$ cat src/rtl/mtpr_pkg.sv
// Package with the shared types and constants of the mount table prefix router.
`timescale 1ns / 1ps
package mtpr_pkg;

  // The mount index field is three bits wide, so the table size is fixed here.
  localparam int MOUNT_ENTRIES = 8;

  localparam logic [7:0] SLASH     = 8'h2F;
  localparam logic [6:0] LEN_LIMIT = 7'd64;
  localparam logic [6:0] POS_MAX   = 7'd127;

  typedef enum logic [1:0] {
    OP_ROUTE   = 2'd0,
    OP_MOUNT   = 2'd1,
    OP_UNMOUNT = 2'd2,
    OP_NONE    = 2'd3
  } opcode_t;

  typedef enum logic [2:0] {
    ST_OK        = 3'd0,
    ST_INVALID   = 3'd1,
    ST_TOO_LONG  = 3'd2,
    ST_EXISTS    = 3'd3,
    ST_FULL      = 3'd4,
    ST_NOT_FOUND = 3'd5
  } status_t;

  typedef struct packed {
    logic [1:0] opcode;
    logic [7:0] path_byte;
    logic       byte_valid;
    logic       last_byte;
  } item_t;

  typedef struct packed {
    logic [2:0] status;
    logic [2:0] mount_index;
    logic [5:0] remainder_offset;
    logic       remainder_is_slash;
  } result_t;

  // Commands from the controller to the datapath.
  typedef struct packed {
    logic load;
    logic byte_scan;
    logic fin_check;
    logic fin_scan;
    logic report;
  } cmd_t;

  // Status from the datapath to the controller.
  typedef struct packed {
    logic scan_done;
    logic skip;
    logic bad;
  } stat_t;

endpackage

$ cat src/rtl/mtpr_ctrl.sv
// Controller state machine of the mount table prefix router.
`timescale 1ns / 1ps
module mtpr_ctrl (
  input  logic           clk,
  input  logic           rst,
  input  logic           start,
  input  mtpr_pkg::item_t item,
  input  mtpr_pkg::stat_t stat,
  output mtpr_pkg::cmd_t  cmd,
  output logic           busy
);

  typedef enum logic [4:0] {
    S_IDLE   = 5'b00001,
    S_BYTE   = 5'b00010,
    S_CHECK  = 5'b00100,
    S_SCAN   = 5'b01000,
    S_REPORT = 5'b10000
  } state_t;

  state_t state, state_next;
  logic   last_q;

  always_ff @(posedge clk) begin
    if (rst) begin
      state  <= S_IDLE;
      last_q <= 1'b0;
    end else begin
      state <= state_next;
      if (start && state == S_IDLE) begin
        last_q <= item.last_byte;
      end
    end
  end

  always_comb begin
    state_next = state;
    cmd        = '0;
    unique case (state)
      S_IDLE: begin
        if (start) begin
          cmd.load = 1'b1;
          if (item.byte_valid) begin
            state_next = S_BYTE;
          end else if (item.last_byte) begin
            state_next = S_CHECK;
          end
        end
      end
      S_BYTE: begin
        cmd.byte_scan = 1'b1;
        if (stat.scan_done) begin
          state_next = last_q ? S_CHECK : S_IDLE;
        end
      end
      S_CHECK: begin
        cmd.fin_check = 1'b1;
        if (stat.skip) begin
          state_next = S_IDLE;
        end else if (stat.bad) begin
          state_next = S_REPORT;
        end else begin
          state_next = S_SCAN;
        end
      end
      S_SCAN: begin
        cmd.fin_scan = 1'b1;
        if (stat.scan_done) begin
          state_next = S_REPORT;
        end
      end
      S_REPORT: begin
        cmd.report = 1'b1;
        state_next = S_IDLE;
      end
      default: state_next = S_IDLE;
    endcase
  end

  assign busy = (state != S_IDLE);

endmodule

$ cat config.mk
export PLATFORM = sky130hd
export DESIGN_NAME = mtpr_ctrl
export DESIGN_NICKNAME = d
export VERILOG_FILES = /design/src/rtl/mtpr_pkg.sv /design/src/rtl/mtpr_ctrl.sv
export SDC_FILE = /design/constraint.sdc
export NUM_CORES = 1
export LEC_CHECK = 0
export BUFFER_PORTS_ARGS = -buffer_cell sky130_fd_sc_hd__buf_4
export CAP_MARGIN = 10
export CORE_AREA = 10 10 47 49
export CTS_CLUSTER_DIAMETER = 150
export DETAILED_ROUTE_END_ITERATION = 7
export DIE_AREA = 0 0 57 59
export PLACE_DENSITY = 0.56
export RECOVER_POWER = 100
export SLEW_MARGIN = 20
export SYNTH_ARGS = -nofsm -noshare
export SYNTH_HDL_FRONTEND = slang
export SYNTH_SLANG_ARGS = --single-unit
$ cat constraint.sdc
create_clock -name clk -period 1.55 [get_ports clk]
set_input_delay 0.465 -clock clk [delete_from_list [all_inputs] [get_ports clk]]
set_output_delay 0.465 -clock clk [all_outputs]
set_load 0.005 [all_outputs]
==> flow_summary_export.csv <==
group,metric,value,unit
die,io-pin-count,24,
timing,tightest_slew,0.384,ns
yosys,netlist_instances,45,
timing,setup_ws,-0.234,ns
placed_design,place_congestion,0.694,
pwr,seqPwrFrac,0.297,
clock_tree,cts_buffers,3,
pwr,peakVddDrop,0.643,mV
worst_hold_path,worstHoldPathType,"primary input to flip-flop",
drt,drtPass1Iterations,4,
worst_hold_path,hold-path-cell-count,2,
yosys,synth_cell_type_count,25,
drt,routed_wl,1360,um
pwr,clkPwrFrac,0.236,
yosys,yosysTopAreaCellShare,0.329,
setup_path,rrSetupSlack,0.02,ns
global_route,overflow,0,
yosys,netlist_area,365,um^2
pwr,p_total,597,uW
timing,period_share,1.15,
drt,via_count,472,
drt,antenna_left,0,
timing,slew_violations,0,
timing,holdWs,0.417,ns
setup_path,r2r-end,"state[0]$_SDFFE_PP1P_",
drt,wire_per_inst,14.5,um
yosys,ys_seq_area_frac,0.329,
setup_path,cp.required,1.08,ns
drt,viasPerCell,5.02,
cells_and_area,finalInstanceArea,751,um^2
setup_path,crit_arrival,1.32,ns
placed_design,dp_hpwl,871,um
clock_tree,clock-sinks,6,
clock_tree,cts_max_level,1,
die,die_x,57,um
yosys,yosysTopAreaCell,"dfxtp_1",
die,initial_core_util,0.261,
yosys,synth_warnings,0,
timing,finalHoldViolations,0,
global_route,grt_pass1_wl,2240,um
yosys,synthTopCellsByArea,"dfxtp_1 (33%), nor2_1 (6.2%), or4b_1 (5.5%)",
placed_design,place_area,539,um^2
setup_path,cp-start-kind,"flip-flop",
timing,setup_viol,6,
global_route,track_usage,0.0839,
die,fp.coreArea,0.00140,mm^2
placed_design,dp_cells,82,
die,rows,14,
worst_hold_path,hp-start,"rst",
run_status,status,"finished, violations left",
drt,drt_iter0_drc,3,
timing,slew_headroom,0.741,
pwr,switching_share,0.292,
global_route,grt_max_degree,8,
cells_and_area,nNetsFinal,98,
clock_tree,cts_tree,"yes",
die,die-area,0.00336,mm^2
placed_design,numPortBuffers,13,
timing,finalClockSkew,0.00582,ns
pwr,p_int,423,uW
run_status,violations,"setup timing",
timing,rsz0062_at_grt,"yes",
clock_tree,clkSlewWorstSetupHoldPaths,0.04,ns
clock_tree,cts_root_buffer,"clkbuf_4",
setup_path,r2r-start,"state[3]$_SDFFE_PP0P_",
global_route,antenna_found_initial,0,
worst_hold_path,holdPathEnd,"state[1]$_SDFFE_PP0P_",
flow_run,maxCapViolations,0,
cells_and_area,n_fill_cell,140,
timing,fmax,0.560,GHz
setup_path,worstRegToRegCells,5,
cells_and_area,syn2layout_area_growth,105,%
cells_and_area,antennaDiodeCount,0,
pwr,p_sw,174,uW
cells_and_area,layout-drive-gt1-share,0.731,
timing,period_minus_slack,1.78,ns
die,fp.dieH,59,um
setup_path,worst_setup_path_end_kind,"output pin",
yosys,ys_seq_elements,6,
clock_tree,cts_hold_buf,0,
drt,route.detailed.drc,0,
pwr,total_leakage_power,0.000317,uW
yosys,syn_avg_cell_area,8.12,um^2
setup_path,worstSetupPathType,"flip-flop to output pin",
clock_tree,clock_latency,0.25,ns
setup_path,path_max_fanout,3,
pwr,pwr_density_cell,795,mW/mm^2
global_route,grt_pass1_vias,541,
clock_tree,clockBufferDepth,2,
pwr,p_comb_frac,0.467,
yosys,syn_nets,63,
cells_and_area,layout.cells.non_filler,94,
placed_design,pre_cts_ws,-0.0802,ns
## timing repair
item                                    in CTS  in global routing
resized for setup                           24                 11
pin swaps                                   10                  6
setup buffers                               12                  5
endpoints found under the setup margin       8                  9
## synthesized netlist by cell type
library cell / n
a41oi_1: 1
and2_2: 1
o21ai_2: 1
nor4_1: 1
and3_1: 1
a2bb2oi_1: 1
o21ai_0: 1
or4b_1: 2
or3_1: 3
nand2_1: 1
a31oi_1: 2
dfxtp_1: 6
a21oi_1: 3
o22ai_1: 1
or2b_1: 1
inv_2: 1
nor2_1: 6
xnor2_1: 1
nor3_1: 3
and3_2: 1
nor3b_1: 2
a21o_2: 1
buf_6: 1
inv_1: 2
o211a_1: 1
## logic make-up (layout without fill, tap and decap cells)
group,Yosys count,count (layout),synth area share
XOR/XNOR,1,1,0.0240
buffers and inverters,4,37,0.0616
AND/OR/NAND/NOR,22,22,0.356
AO/OA/AOI/OAI,12,12,0.229
flip-flops,6,6,0.329
## placed cells by master (no fill, tap or decap), types with 2 or more instances in the layout
master | netlist | layout
clkbuf_4 | 0 | 3
and3_4 | 0 | 2
nor2_4 | 0 | 2
or3_4 | 0 | 2
buf_4 | 0 | 22
nor3_1 | 3 | 2
nor2_1 | 6 | 3
buf_6 | 1 | 8
a21oi_1 | 3 | 2
dfxtp_2 | 0 | 4
a31oi_1 | 2 | 2
inv_1 | 2 | 2
## critical path: stages, from the launching register on
cell	delay, ns
dfxtp_2	0.31
or3_4	0.41
nor3b_4	0.21
buf_4	0.14
## state kept, by name (all words and copies together) (netlist names)
signal,cells
state,5
last_q,1
## metal layers
| layer | global-route usage | vias up | share of wire |
|---|---|---|---|
| met5 | 0 | - | 0 |
| li1 | - | 235 | - |
| met4 | 0.0705 | 0 | 0.037 |
| met1 | 0.0785 | 219 | 0.38 |
| met2 | 0.150 | 12 | 0.54 |
| met3 | 0.0215 | 6 | 0.043 |
## worst max path at each step
stage	startpoint	to	slack, ns
6_report	state[2]$_SDFFE_PP0P_	cmd[3]	-0.23
5_1_grt	state[2]$_SDFFE_PP0P_	cmd[3]	-0.27
4_1_cts	state[2]$_SDFFE_PP0P_	cmd[3]	-0.21
3_5_place_dp	state[2]$_SDFFE_PP0P_	state[1]$_SDFFE_PP0P_	-0.08
3_3_place_gp	state[2]$_SDFFE_PP0P_	cmd[3]	-0.08
2_1_floorplan	state[2]$_SDFFE_PP0P_	state[0]$_SDFFE_PP1P_	0.05
## per-stage QoR
stage	utilization	setup TNS [ns]
global placement	0.385	-0.147
global route	0.536	-1.04
floorplan	-	0
finish	0.536	-0.798
detailed placement	0.385	-0.197
CTS	0.522	-0.962
## power by group through the flow
stage,sequential [uW],combinational (uW),clock [uW]
floorplan,176,96.5,0
global placement,177,170,0
detailed placement,177,171,0
CTS,175,254,146
global route,179,303,147
finish,177,279,141
## cell type report
type | instances | area [um^2] | share of cell area
clock buffer | 3 | 22.5 | 0.0300
tap | 16 | 20.0 | 0.0267
inverter | 3 | 13.8 | 0.0183
multi-input combinational | 35 | 307 | 0.408
timing repair buffer | 31 | 259 | 0.345
sequential | 6 | 129 | 0.172
Power figures use the tool's default switching activity.
